--- config.mk ---
export PLATFORM = sky130hd
export DESIGN_NAME = page_frame_clock_manager_top
export DESIGN_NICKNAME = d
export VERILOG_FILES = /design/src/hw/rtl/pfcm_pkg.sv /design/src/hw/rtl/page_frame_clock_manager_top.sv
export SDC_FILE = /design/constraint.sdc
export NUM_CORES = 2
export LEC_CHECK = 0
export BUFFER_PORTS_ARGS = -buffer_cell sky130_fd_sc_hd__buf_2
export CAP_MARGIN = 20
export CORE_MARGIN = 2
export CORE_UTILIZATION = 34
export CTS_CLUSTER_SIZE = 8
export DETAILED_ROUTE_END_ITERATION = 10
export GPL_ROUTABILITY_DRIVEN = 0
export PLACE_DENSITY_LB_ADDON = 0.12
export SYNTH_ARGS = -nofsm -noshare
export SYNTH_HDL_FRONTEND = slang
export SYNTH_SLANG_ARGS = --single-unit
--- constraint.sdc ---
create_clock -name i_clk -period 12.5 [get_ports i_clk]
set_clock_uncertainty 0.15 [all_clocks]
set_input_delay 1.875 -clock i_clk [delete_from_list [all_inputs] [get_ports i_clk]]
set_output_delay 1.875 -clock i_clk [all_outputs]
set_load 0.01 [all_outputs]
--- src/hw/rtl/pfcm_pkg.sv ---
// pfcm_pkg: shared types and codes of the page frame clock manager
`timescale 1ns / 1ps
`default_nettype none
package pfcm_pkg;

    typedef struct packed {
        logic [2:0]  req_type;
        logic [31:0] page_id;
        logic [3:0]  frame_index;
        logic [31:0] page_lsn;
    } t_req;

    typedef struct packed {
        logic        kind;
        logic [2:0]  status;
        logic [3:0]  frame_index_res;
        logic [31:0] out_page_id;
        logic        hit;
        logic        need_read;
        logic [31:0] hit_count;
        logic [31:0] miss_count;
        logic [31:0] eviction_count;
        logic        last;
    } t_res;

    localparam logic [2:0] REQ_FETCH   = 3'd0;
    localparam logic [2:0] REQ_RELEASE = 3'd1;
    localparam logic [2:0] REQ_MARK    = 3'd2;
    localparam logic [2:0] REQ_INSTALL = 3'd3;
    localparam logic [2:0] REQ_FLUSH   = 3'd4;

    localparam logic [2:0] ST_OK         = 3'd0;
    localparam logic [2:0] ST_ALL_PINNED = 3'd1;
    localparam logic [2:0] ST_WAL        = 3'd2;
    localparam logic [2:0] ST_INST_PIN   = 3'd3;
    localparam logic [2:0] ST_FLUSH_PIN  = 3'd4;
    localparam logic [2:0] ST_PIN_OVF    = 3'd5;

    localparam logic KIND_FINAL = 1'b0;
    localparam logic KIND_WB    = 1'b1;

    localparam logic [1:0] ADDR_DURABLE = 2'd0;

    typedef enum logic [4:0] {
        S_IDLE, S_LK_RD, S_LK_CMP, S_HIT, S_SWEEP, S_SW_CHK, S_SW_WB, S_VICTIM,
        S_ALLPIN, S_WAL, S_FR_RD, S_FR_RSP, S_FL_PIN, S_FL_PRSP, S_FL_DRT,
        S_FL_DCHK, S_FL_WB, S_FL_DONE, S_NULL
    } t_state;

endpackage
`default_nettype wire

--- src/hw/rtl/page_frame_clock_manager_top.sv ---
// page_frame_clock_manager_top: frame metadata, clock sweep replacement and flush
`timescale 1ns / 1ps
`default_nettype none
//  channel   direction  handshake              payload
//  request   in         i_in_valid/o_in_stall  i_in_req  (pfcm_pkg::t_req)
//  result    out        o_out_valid/i_out_stall o_out_res (pfcm_pkg::t_res)
//  config    in         apb psel/penable       durable_lsn at address 0
//
//  one request at a time; the tag and lsn memory is read one entry per step
//  lookup reads then compares each frame in turn, up to FRAMES frames
//  a miss sweeps up to 2*FRAMES clock positions, plus a lsn check and a
//  write back for a dirty victim; flush walks the frames twice
//  synchronous active low reset clears flags, pins, hand and counters
//  a stalled result holds every emitting state until it is taken
module page_frame_clock_manager_top #(
    parameter int FRAMES  = 16,
    parameter int PIN_MAX = 255
) (
    input  wire                 i_clk,
    input  wire                 i_rst_n,
    input  wire                 i_in_valid,
    output logic                o_in_stall,
    input  pfcm_pkg::t_req      i_in_req,
    output logic                o_out_valid,
    input  wire                 i_out_stall,
    output pfcm_pkg::t_res      o_out_res,
    input  wire                 psel,
    input  wire                 penable,
    input  wire                 pwrite,
    input  wire  [1:0]          paddr,
    input  wire  [31:0]         pwdata,
    output logic [31:0]         prdata,
    output logic                pready
);

    localparam int FW = (FRAMES > 1) ? $clog2(FRAMES) : 1;
    localparam int PW = $clog2(PIN_MAX + 1);
    localparam int CW = $clog2(2 * FRAMES + 1);

    // control state
    pfcm_pkg::t_state r_state, n_state;
    pfcm_pkg::t_req   r_req;
    logic [FW-1:0]    r_idx, n_idx;
    logic [FW-1:0]    r_hand, n_hand;
    logic [CW-1:0]    r_cnt, n_cnt;
    logic             r_vwas, n_vwas;
    logic [31:0]      r_durable;
    logic [31:0]      r_hits, n_hits, r_miss, n_miss, r_evict, n_evict;

    // per frame flags and pin counts
    logic          r_valid [FRAMES];
    logic          r_dirty [FRAMES];
    logic          r_ref   [FRAMES];
    logic          r_wr    [FRAMES];
    logic [PW-1:0] r_pins  [FRAMES];

    // tag and lsn memory, registered read at r_idx
    logic [63:0] r_mem [FRAMES];
    logic [63:0] r_rdata;
    logic        r_rd_wr;
    logic        mem_we;
    logic [63:0] mem_wd;

    // flag update for frame r_idx
    logic          flag_we;
    logic          f_valid, f_dirty, f_ref;
    logic [PW-1:0] f_pins;

    // result register
    pfcm_pkg::t_res r_out, res;
    logic           r_ov, out_load, out_free;

    logic        accept;
    logic [31:0] rd_pid, rd_lsn;
    logic        last_idx, fi_ok, match;
    logic [FW-1:0] idx_inc;

    assign pready   = 1'b1;
    assign prdata   = (paddr == pfcm_pkg::ADDR_DURABLE) ? r_durable : 32'd0;

    assign o_in_stall  = (r_state != pfcm_pkg::S_IDLE);
    assign accept      = i_in_valid && (r_state == pfcm_pkg::S_IDLE);
    assign o_out_valid = r_ov;
    assign o_out_res   = r_out;
    assign out_free    = !r_ov || !i_out_stall;

    // never written entries read as zero
    assign rd_pid   = r_rd_wr ? r_rdata[63:32] : 32'd0;
    assign rd_lsn   = r_rd_wr ? r_rdata[31:0]  : 32'd0;
    assign last_idx = (32'(r_idx) == 32'(FRAMES - 1));
    assign idx_inc  = last_idx ? '0 : r_idx + FW'(1);
    assign fi_ok    = (32'(i_in_req.frame_index) < 32'(FRAMES));
    assign match    = r_valid[r_idx] && (rd_pid == r_req.page_id);

    // next state
    always_comb begin
        n_state = r_state;
        unique case (r_state)
            pfcm_pkg::S_IDLE: begin
                if (i_in_valid) begin
                    unique case (i_in_req.req_type)
                        pfcm_pkg::REQ_FETCH,
                        pfcm_pkg::REQ_INSTALL: n_state = pfcm_pkg::S_LK_RD;
                        pfcm_pkg::REQ_RELEASE,
                        pfcm_pkg::REQ_MARK:
                            n_state = fi_ok ? pfcm_pkg::S_FR_RD : pfcm_pkg::S_NULL;
                        pfcm_pkg::REQ_FLUSH: n_state = pfcm_pkg::S_FL_PIN;
                        default:             n_state = pfcm_pkg::S_NULL;
                    endcase
                end
            end
            pfcm_pkg::S_LK_RD: n_state = pfcm_pkg::S_LK_CMP;
            pfcm_pkg::S_LK_CMP: begin
                priority if (match)    n_state = pfcm_pkg::S_HIT;
                else if (last_idx)     n_state = pfcm_pkg::S_SWEEP;
                else                   n_state = pfcm_pkg::S_LK_RD;
            end
            pfcm_pkg::S_SWEEP: begin
                priority if (r_cnt == CW'(2 * FRAMES)) n_state = pfcm_pkg::S_ALLPIN;
                else if (r_pins[r_idx] != '0)          n_state = pfcm_pkg::S_SWEEP;
                else if (r_ref[r_idx])                 n_state = pfcm_pkg::S_SWEEP;
                else if (r_valid[r_idx] && r_dirty[r_idx])
                                                       n_state = pfcm_pkg::S_SW_CHK;
                else                                   n_state = pfcm_pkg::S_VICTIM;
            end
            pfcm_pkg::S_SW_CHK:
                n_state = (rd_lsn > r_durable) ? pfcm_pkg::S_WAL : pfcm_pkg::S_SW_WB;
            pfcm_pkg::S_SW_WB:  if (out_free) n_state = pfcm_pkg::S_VICTIM;
            pfcm_pkg::S_FR_RD:  n_state = pfcm_pkg::S_FR_RSP;
            pfcm_pkg::S_FL_PIN: begin
                priority if (r_pins[r_idx] != '0) n_state = pfcm_pkg::S_FL_PRSP;
                else if (last_idx)                n_state = pfcm_pkg::S_FL_DRT;
                else                              n_state = pfcm_pkg::S_FL_PIN;
            end
            pfcm_pkg::S_FL_DRT: begin
                priority if (r_dirty[r_idx]) n_state = pfcm_pkg::S_FL_DCHK;
                else if (last_idx)           n_state = pfcm_pkg::S_FL_DONE;
                else                         n_state = pfcm_pkg::S_FL_DRT;
            end
            pfcm_pkg::S_FL_DCHK:
                n_state = (rd_lsn > r_durable) ? pfcm_pkg::S_WAL : pfcm_pkg::S_FL_WB;
            pfcm_pkg::S_FL_WB: begin
                if (out_free)
                    n_state = last_idx ? pfcm_pkg::S_FL_DONE : pfcm_pkg::S_FL_DRT;
            end
            pfcm_pkg::S_HIT, pfcm_pkg::S_VICTIM, pfcm_pkg::S_ALLPIN, pfcm_pkg::S_WAL,
            pfcm_pkg::S_FR_RSP, pfcm_pkg::S_FL_PRSP, pfcm_pkg::S_FL_DONE,
            pfcm_pkg::S_NULL: begin
                if (out_free) n_state = pfcm_pkg::S_IDLE;
            end
            default: n_state = pfcm_pkg::S_IDLE;
        endcase
    end

    // datapath actions and results
    always_comb begin
        n_idx    = r_idx;
        n_hand   = r_hand;
        n_cnt    = r_cnt;
        n_vwas   = r_vwas;
        n_hits   = r_hits;
        n_miss   = r_miss;
        n_evict  = r_evict;
        mem_we   = 1'b0;
        mem_wd   = {rd_pid, r_req.page_lsn};
        flag_we  = 1'b0;
        f_valid  = r_valid[r_idx];
        f_dirty  = r_dirty[r_idx];
        f_ref    = r_ref[r_idx];
        f_pins   = r_pins[r_idx];
        out_load = 1'b0;
        res      = '0;
        res.last = 1'b1;
        unique case (r_state)
            pfcm_pkg::S_IDLE: begin
                n_idx = '0;
                if (i_in_valid && fi_ok &&
                    (i_in_req.req_type == pfcm_pkg::REQ_RELEASE ||
                     i_in_req.req_type == pfcm_pkg::REQ_MARK))
                    n_idx = FW'(i_in_req.frame_index);
            end
            pfcm_pkg::S_LK_CMP: begin
                if (!match) begin
                    if (last_idx) begin
                        // miss counted before the sweep
                        if (r_req.req_type == pfcm_pkg::REQ_FETCH)
                            n_miss = r_miss + 32'd1;
                        n_idx = r_hand;
                        n_cnt = '0;
                    end else begin
                        n_idx = idx_inc;
                    end
                end
            end
            pfcm_pkg::S_HIT: begin
                res.frame_index_res = 4'(r_idx);
                res.out_page_id     = r_req.page_id;
                out_load            = out_free;
                if (r_req.req_type == pfcm_pkg::REQ_FETCH) begin
                    res.hit = 1'b1;
                    if (r_pins[r_idx] >= PW'(PIN_MAX)) begin
                        res.status = pfcm_pkg::ST_PIN_OVF;
                    end else if (out_free) begin
                        n_hits  = r_hits + 32'd1;
                        flag_we = 1'b1;
                        f_pins  = r_pins[r_idx] + PW'(1);
                        f_ref   = 1'b1;
                    end
                end else begin
                    if (r_pins[r_idx] != '0) begin
                        res.status = pfcm_pkg::ST_INST_PIN;
                    end else if (out_free) begin
                        mem_we  = 1'b1;
                        mem_wd  = {r_req.page_id, r_req.page_lsn};
                        flag_we = 1'b1;
                        f_valid = 1'b1;
                        f_dirty = 1'b1;
                        f_ref   = 1'b1;
                    end
                end
            end
            pfcm_pkg::S_SWEEP: begin
                if (r_cnt != CW'(2 * FRAMES)) begin
                    n_hand = idx_inc;
                    n_cnt  = r_cnt + CW'(1);
                    n_vwas = r_valid[r_idx];
                    if (r_pins[r_idx] != '0) begin
                        n_idx = idx_inc;
                    end else if (r_ref[r_idx]) begin
                        // second chance
                        flag_we = 1'b1;
                        f_ref   = 1'b0;
                        n_idx   = idx_inc;
                    end
                end
            end
            pfcm_pkg::S_SW_WB: begin
                res.kind            = pfcm_pkg::KIND_WB;
                res.last            = 1'b0;
                res.frame_index_res = 4'(r_idx);
                res.out_page_id     = rd_pid;
                out_load            = out_free;
            end
            pfcm_pkg::S_VICTIM: begin
                res.frame_index_res = 4'(r_idx);
                res.out_page_id     = r_req.page_id;
                out_load            = out_free;
                if (r_req.req_type == pfcm_pkg::REQ_FETCH) begin
                    res.need_read = 1'b1;
                    mem_wd        = {r_req.page_id, 32'd0};
                    f_dirty       = 1'b0;
                    f_pins        = PW'(1);
                end else begin
                    mem_wd        = {r_req.page_id, r_req.page_lsn};
                    f_dirty       = 1'b1;
                end
                f_valid = 1'b1;
                f_ref   = 1'b1;
                if (out_free) begin
                    mem_we  = 1'b1;
                    flag_we = 1'b1;
                    if (r_vwas) n_evict = r_evict + 32'd1;
                end
            end
            pfcm_pkg::S_ALLPIN: begin
                res.status = pfcm_pkg::ST_ALL_PINNED;
                out_load   = out_free;
            end
            pfcm_pkg::S_WAL: begin
                res.status          = pfcm_pkg::ST_WAL;
                res.frame_index_res = 4'(r_idx);
                res.out_page_id     = rd_pid;
                out_load            = out_free;
            end
            pfcm_pkg::S_FR_RSP: begin
                res.frame_index_res = r_req.frame_index;
                res.out_page_id     = rd_pid;
                out_load            = out_free;
                if (out_free) begin
                    if (r_req.req_type == pfcm_pkg::REQ_RELEASE) begin
                        flag_we = 1'b1;
                        if (r_pins[r_idx] != '0) f_pins = r_pins[r_idx] - PW'(1);
                    end else if (r_valid[r_idx]) begin
                        mem_we  = 1'b1;
                        flag_we = 1'b1;
                        f_dirty = 1'b1;
                    end
                end
            end
            pfcm_pkg::S_FL_PIN: begin
                if (r_pins[r_idx] == '0) n_idx = idx_inc;
            end
            pfcm_pkg::S_FL_PRSP: begin
                res.status          = pfcm_pkg::ST_FLUSH_PIN;
                res.frame_index_res = 4'(r_idx);
                res.out_page_id     = rd_pid;
                out_load            = out_free;
            end
            pfcm_pkg::S_FL_DRT: begin
                if (!r_dirty[r_idx] && !last_idx) n_idx = idx_inc;
            end
            pfcm_pkg::S_FL_WB: begin
                res.kind            = pfcm_pkg::KIND_WB;
                res.last            = 1'b0;
                res.frame_index_res = 4'(r_idx);
                res.out_page_id     = rd_pid;
                out_load            = out_free;
                if (out_free) begin
                    flag_we = 1'b1;
                    f_dirty = 1'b0;
                    if (!last_idx) n_idx = idx_inc;
                end
            end
            pfcm_pkg::S_FL_DONE: out_load = out_free;
            pfcm_pkg::S_NULL: begin
                if (r_req.req_type == pfcm_pkg::REQ_RELEASE ||
                    r_req.req_type == pfcm_pkg::REQ_MARK)
                    res.frame_index_res = r_req.frame_index;
                out_load = out_free;
            end
            pfcm_pkg::S_LK_RD, pfcm_pkg::S_SW_CHK, pfcm_pkg::S_FR_RD,
            pfcm_pkg::S_FL_DCHK: begin
            end
            default: begin
            end
        endcase
        // counters shown after this step's update
        res.hit_count      = n_hits;
        res.miss_count     = n_miss;
        res.eviction_count = n_evict;
    end

    always_ff @(posedge i_clk) begin
        if (!i_rst_n) begin
            r_state   <= pfcm_pkg::S_IDLE;
            r_idx     <= '0;
            r_hand    <= '0;
            r_cnt     <= '0;
            r_vwas    <= 1'b0;
            r_durable <= '0;
            r_hits    <= '0;
            r_miss    <= '0;
            r_evict   <= '0;
            r_ov      <= 1'b0;
            for (int i = 0; i < FRAMES; i++) begin
                r_valid[i] <= 1'b0;
                r_dirty[i] <= 1'b0;
                r_ref[i]   <= 1'b0;
                r_wr[i]    <= 1'b0;
                r_pins[i]  <= '0;
            end
        end else begin
            r_state <= n_state;
            r_idx   <= n_idx;
            r_hand  <= n_hand;
            r_cnt   <= n_cnt;
            r_vwas  <= n_vwas;
            r_hits  <= n_hits;
            r_miss  <= n_miss;
            r_evict <= n_evict;
            r_ov    <= out_load || (r_ov && i_out_stall);
            if (psel && penable && pwrite && paddr == pfcm_pkg::ADDR_DURABLE)
                r_durable <= pwdata;
            if (flag_we) begin
                r_valid[r_idx] <= f_valid;
                r_dirty[r_idx] <= f_dirty;
                r_ref[r_idx]   <= f_ref;
                r_pins[r_idx]  <= f_pins;
            end
            if (mem_we) r_wr[r_idx] <= 1'b1;
        end
    end

    // payload registers
    always_ff @(posedge i_clk) begin
        if (accept)   r_req <= i_in_req;
        if (out_load) r_out <= res;
    end

    // tag and lsn memory
    always_ff @(posedge i_clk) begin
        if (mem_we) r_mem[r_idx] <= mem_wd;
        r_rdata <= r_mem[r_idx];
        r_rd_wr <= r_wr[r_idx] || mem_we;
    end

endmodule
`default_nettype wire
## Word-level counts from Yosys, hierarchy flattened

Memories as Yosys holds them, arrays and structs flattened. A register that Yosys moved wholly into a read port is not among the register bits.
Cells that the tools add are included.

| storage, ports and cells | value |
|---|---|
| bits in writable memories | 1216 |
| bits of input ports | 112 |
| register bits after elaboration | 360 |
| memories | 6 |

Memories:

| memory | words | width | rd ports | clocked after Yosys merged registers in | wr ports | RTL line | source |
|---|---|---|---|---|---|---|---|
| r_mem | 16 | 64 | 1 | 1 | 1 | page_frame_clock_manager_top.sv:58 | `logic [63:0] r_mem [FRAMES];` |
| r_pins | 16 | 8 | 1 | 1 | 16 | page_frame_clock_manager_top.sv:55 | `logic [PW-1:0] r_pins [FRAMES];` |
| r_dirty | 16 | 1 | 1 | 1 | 16 | page_frame_clock_manager_top.sv:52 | `logic r_dirty [FRAMES];` |
| r_ref | 16 | 1 | 1 | 1 | 16 | page_frame_clock_manager_top.sv:53 | `logic r_ref [FRAMES];` |
| r_valid | 16 | 1 | 1 | 1 | 16 | page_frame_clock_manager_top.sv:51 | `logic r_valid [FRAMES];` |
| r_wr | 16 | 1 | 1 | 1 | 16 | page_frame_clock_manager_top.sv:54 | `logic r_wr [FRAMES];` |

| operators by class | value |
|---|---|
| equal/unequal tests | 39 |
| reduce and logical (&&, ||, !) cells | 45 |
| magnitude comparators | 2 |
| multiplexer cells | 140 |
| add/sub/neg operators | 7 |

Operators with widths:

| operator | number |
|---|---|
| 32-bit two-way mux | 15 |
| 64-bit two-way mux | 3 |
| 64-bit case mux with 2 select lines | 1 |
| 4-bit two-way mux | 29 |
| 32-bit by 1-bit adder with 32-bit output (second input constant) | 3 |
| 8-bit two-way mux | 8 |
| 32-bit case mux with 2 select lines | 1 |
| 5-bit case mux with 12 select lines | 1 |
| 1-bit two-way mux | 51 |
| 5-bit by 4-bit == test with 1-bit output (second input constant) | 8 |
| 5-bit two-way mux | 7 |
| 32-bit == test | 1 |
| 32-bit greater-than comparator | 1 |
| 4-bit case mux with 6 select lines | 1 |
| 8-bit case mux with 3 select lines | 1 |
| 5-bit by 3-bit == test with 1-bit output (second input constant) | 4 |
| 2-bit != test (second input constant) | 10 |
| 6-bit two-way mux | 3 |
| 8-bit OR reduction | 2 |
| 5-bit == test (second input constant) | 3 |
| 5-bit case mux with 3 select lines | 1 |
| 2-bit two-way mux | 6 |
| 3-bit two-way mux | 4 |
| 3-bit case mux with 4 select lines | 1 |
| other kinds (38) | 68 |

## Longest topological paths before layout

| logic depth | value |
|---|---|
| word-level depth | 11 |
| mapped depth | 19 |
| depth with buffers taken out | 11 |

## Least setup slack after synthesis

No wires, ideal clock.

| timing | value |
|---|---|
| kind | input to register |
| start point | input i_out_stall |
| end point | register r_out (netlist bit o_out_res[0]) (enable) |
| cell stages on the path | 3 |
| arrival | 7.974 ns |
| buffers on the path | 1 |
| required time | 11.711 ns |
| setup slack | 3.738 ns |
| cell sequence | and2_1 -> clkbuf_1 -> nor2_1 |

| on the way | value |
|---|---|
| cells in the longest elaborated chain, start to end | 3 |

RTL lines:

| element | RTL line | source |
|---|---|---|
| start: declaration | page_frame_clock_manager_top.sv:25 | `input wire i_out_stall,` |
| 1-bit zero test | page_frame_clock_manager_top.sv:85 | `assign out_free = !r_ov \|\| !i_out_stall;` |
| 1-bit logical OR | page_frame_clock_manager_top.sv:85 |  |
| 1-bit two-way mux | page_frame_clock_manager_top.sv:174 | `unique case (r_state)` |
| net out_load | page_frame_clock_manager_top.sv:71 | `logic r_ov, out_load, out_free;` |
| end signal: assignment | page_frame_clock_manager_top.sv:377 | `if (out_load) r_out <= res;` |
| end: declaration | page_frame_clock_manager_top.sv:70 | `pfcm_pkg::t_res r_out, res;` |

The timed path passes the listed nets, and every way through them passes these cells.
A chain may end at the register's enable or synchronous reset.

==> results list <==
- Run status: finished, final reports clean
- First-pass GRT wire length: approximately 260 mm
- DRC violation count after routing: 0
- Sequential share of the synthesized area: 0.703
- Area of the core region: about 0.19 mm^2
* Area growth, synth to finish: 16.7%
- Ports placed on the boundary: 286
- Min Clock Period, post-route: about 6.7 ns
- Clock root buffer: sky130_fd_sc_hd__clkbuf_16
* Number of iterations in the first detailed-routing pass: 5
- Post-CTS resize count: 0
* Leakage power: 0.0258 uW
* Largest net degree at the start of global routing: 102
* Critical-path cell with the highest stage delay: sky130_fd_sc_hd__buf_4
- The worst setup path is of the flip-flop to flip-flop kind.
- Number of cells on the worst reg-to-reg path: 11
- Once detail routing completed, the nets flagged for antenna violations numbered 0.
* Cell occurring most often along the worst timing path: sky130_fd_sc_hd__buf_4
* Clock-pin transition on the worst setup and hold timing paths: around 0.050 ns
* Final-layout setup total negative slack: 0 ns
* Global Route Usage Sum: 0.177
* Number of placement rows: 161
- The clock drives 1644 sinks.
- The largest single stage delay on the critical path is 0.86 ns.
- Max-slew headroom at the worst pin: 0.249
* Total via count after detailed routing: 36.3k
- Data arrival, critical path: 7.00 ns
- Drt initial violations: 2764
- Hold is met by 0.301 ns.
* Number of hold-slack violations in the final timing report: 0
- Kind of capture point of the worst setup path: flip-flop
- Wires add up to approximately 180 mm.
- The worst setup path is launched from a flip-flop.
* Clock Latency Late Sink: ~0.83 ns
- Of the available clock period, the critical path in the final layout requires 0.537.
- The initial antenna violation count came to 9.
- From bottom edge to top edge, the die measures 445 um.
* Worst vdd ir: 0.139 mV
- Mean cell area of the mapped netlist: between 15 and 20 um^2
* Share of layout cells above drive strength 1: 0.239
- The floorplan step defined a die boundary enclosing about 0.20 mm^2.
* RSZ-0062 raised after global routing: false
* Cell types with the highest counts after synthesis: sky130_fd_sc_hd__edfxtp_1, sky130_fd_sc_hd__mux4_2, sky130_fd_sc_hd__nand2_1
* Nets in the synthesized netlist: 4102
- The clock tree synthesis step divided the H-tree into 4 levels.
- CTS max path bufs: 3
* Number of nets in the finished design: 4474
- In the final routed layout, each cell accounts on average for 25.0 um.
- For the worst setup path, the data required time is 12.79 ns.
- Setup violations remaining at the end of the flow were counted as 0.
- For this design the ratio of total power to cell area is 199 mW/mm^2.
* Primary flip-flop cell chosen by synthesis mapping: sky130_fd_sc_hd__edfxtp_1
- Initial Util: 0.343
- Capture point of the critical path: r_mem[4][8]$_DFFE_PP_
* Average vias per placed instance: between 5 and 6
- The mapped netlist covers 0.0662 mm^2.
* Clock buffer count from CTS: around 220
- The via count of the first global-routing pass is 37.3k.
- Internal reg-to-reg setup slack: 5.79 ns
- Highest clock frequency the design can meet: 149 MHz
- Cells taking the most area after synthesis: sky130_fd_sc_hd__edfxtp_1, sky130_fd_sc_hd__mux4_2, sky130_fd_sc_hd__dfxtp_1
* Global route total overflow: 0
- Most frequently used cell type in the post-synthesis netlist: sky130_fd_sc_hd__edfxtp_1
- Number of storage elements in the synthesis netlist: 1644
- Actual slew at the worst max-slew pin: roughly 1.1 ns
- Yosys mapped a number of flops with a built-in enable equal to ~1.4k.
- The biggest area contributor in the post-synthesis netlist is sky130_fd_sc_hd__edfxtp_1.
* Reg-to-reg endpoint: r_mem[4][8]$_DFFE_PP_
- The min-delay analysis places its worst path in the category flip-flop to flip-flop.
* Number of I/O port buffers: 284
- The critical path goes through buf_4 -> mux4_2 -> a22o_1 -> a221oi_4 -> ha_1 -> o21ai_1 -> nor3_4 -> a21o_1 -> nand2_1 -> nor2_4 -> buf_4.
- Hold bufs inserted after CTS: 0
* Worst-path fanout max: 46
- After technology mapping, the gate count stands at 3947.
* Syn. warnings: 0
- Final slew viol count: 0
- In this run the horizontal extent of the chip is 445 um.
* TritonCTS clock tree: yes
- The share of synthesized area in the top cell type comes to 0.618.
* Total of max-cap violations: 0
- Setup fix buffers added after clock tree synthesis: 0
- Cell variety after synth: 85
* Proportion of register bits with asynchronous set or reset after synthesis: 0
* Sum of net half-perimeters after detailed placement: 107 mm
[cell type report]
class                           instances  area, um^2
Inverter                               62         238
Tap cell                             2526        3160
Sequential cell                      1644       46600
Timing Repair Buffer                  380        2180
Fill cell                           17700      116000
Clock buffer                          408        6340
Antenna cell                            2        5.00
Clock inverter                         14         304
Multi-Input combinational cell       2007       18500
[state kept, by name, indices dropped and copies added, names as in the netlist, 5 cells and up, named ones only]
name       cells
r_rdata       64
o_out_res    139
r_durable     32
r_pins       128
r_hits        32
r_evict       32
r_miss        32
r_wr          16
r_cnt          6
r_dirty       16
r_ref         16
r_mem       1024
r_valid       16
r_req         71
r_state        5
[placed cells by master (no fill, tap or decap), types with 14 or more instances in the layout]
master / count
sky130_fd_sc_hd__mux4_2: 367
sky130_fd_sc_hd__nor3_2: 14
sky130_fd_sc_hd__ha_1: 43
sky130_fd_sc_hd__nand2_1: 321
sky130_fd_sc_hd__edfxtp_1: 1362
sky130_fd_sc_hd__or3_1: 22
sky130_fd_sc_hd__xor2_1: 41
sky130_fd_sc_hd__buf_4: 94
sky130_fd_sc_hd__and3_1: 18
sky130_fd_sc_hd__o211ai_1: 19
sky130_fd_sc_hd__mux2i_1: 68
sky130_fd_sc_hd__a22o_1: 40
sky130_fd_sc_hd__o21ai_0: 92
sky130_fd_sc_hd__a22oi_1: 17
sky130_fd_sc_hd__dfxtp_1: 276
sky130_fd_sc_hd__nand4_1: 37
sky130_fd_sc_hd__o22ai_1: 18
sky130_fd_sc_hd__nor2_1: 213
sky130_fd_sc_hd__nor3_1: 66
sky130_fd_sc_hd__buf_2: 283
sky130_fd_sc_hd__clkbuf_16: 224
sky130_fd_sc_hd__o2111ai_1: 21
sky130_fd_sc_hd__clkbuf_1: 180
sky130_fd_sc_hd__inv_1: 60
sky130_fd_sc_hd__and2_1: 172
sky130_fd_sc_hd__a21oi_1: 82
sky130_fd_sc_hd__nand3_1: 51
sky130_fd_sc_hd__nor2_4: 17
sky130_fd_sc_hd__xnor2_1: 74
sky130_fd_sc_hd__nor2b_1: 14
[routing by layer]
layer | vias up | global-route usage | share of wire
met5 | - | 0 | 0.000074
met4 | 2 | 0.0427 | 0.019
met3 | 253 | 0.0273 | 0.041
met2 | 888 | 0.288 | 0.48
met1 | 18900 | 0.248 | 0.46
li1 | 16200 | - | -
[cells by family (layout without fill, tap and decap cells)]
family                   count (synthesis)  after routing  synth area share
flip-flops                            1644           1644             0.703
AND/OR/NAND/NOR                       1027           1027            0.0770
multiplexers                           444            444             0.137
AO/OA/AOI/OAI                          377            377            0.0392
buffers and inverters                  296            864            0.0205
XOR/XNOR                               115            115            0.0152
adder cells (fa/ha/maj)                 43             43           0.00813
other                                    1              3         0.0000567
[how the worst min path moves through the flow]
| stage | start | endpoint | slack [ns] | cells past startpoint |
|---|---|---|---|---|
| floorplan | r_wr[11]$_DFF_P_ | r_wr[11]$_DFF_P_ | 0.27 | 2 |
| finish | r_durable[30]$_SDFFE_PN0P_ | r_durable[30]$_SDFFE_PN0P_ | 0.30 | 2 |
| detailed placement | r_durable[14]$_SDFFE_PN0P_ | r_durable[14]$_SDFFE_PN0P_ | 0.30 | 2 |
| CTS | r_durable[21]$_SDFFE_PN0P_ | r_durable[21]$_SDFFE_PN0P_ | 0.30 | 2 |
| global placement | r_durable[21]$_SDFFE_PN0P_ | r_durable[21]$_SDFFE_PN0P_ | 0.29 | 2 |
| global route | r_durable[6]$_SDFFE_PN0P_ | r_durable[6]$_SDFFE_PN0P_ | 0.32 | 2 |
[worst max-delay path: cells and delay by family, from the launching register on]
| family | cells | cell delay, ns |
|---|---|---|
| AO/OA/AOI/OAI | 4 | 1.13 |
| adder cells (fa/ha/maj) | 1 | 0.30 |
| buffers and inverters | 2 | 1.47 |
| flip-flops | 1 | 0.76 |
| multiplexers | 1 | 0.63 |
| AND/OR/NAND/NOR | 3 | 1.80 |
[stage by stage]
stage | total power, uW | worst slack [ns] | cell area (um^2) | utilization | cells
CTS | 15600 | 5.75 | 77200 | 0.400 | 7037
global route | 16100 | 5.44 | 77300 | 0.400 | 7042
global placement | 9860 | 5.82 | 70600 | 0.366 | 6614
floorplan | 8730 | 3.74 | 66200 | - | 3947
detailed placement | 9870 | 5.76 | 70600 | 0.366 | 6615
finish | 15400 | 5.79 | 77300 | 0.400 | 7043
[power breakdown]
group	leakage, uW	internal (uW)	switching (uW)
Sequential	0.0153	6630	334
Combinational	0.00740	1010	1720
Clock	0.00313	3390	2330
Total	0.0258	11000	4380
Power figures use the tool's default switching activity.
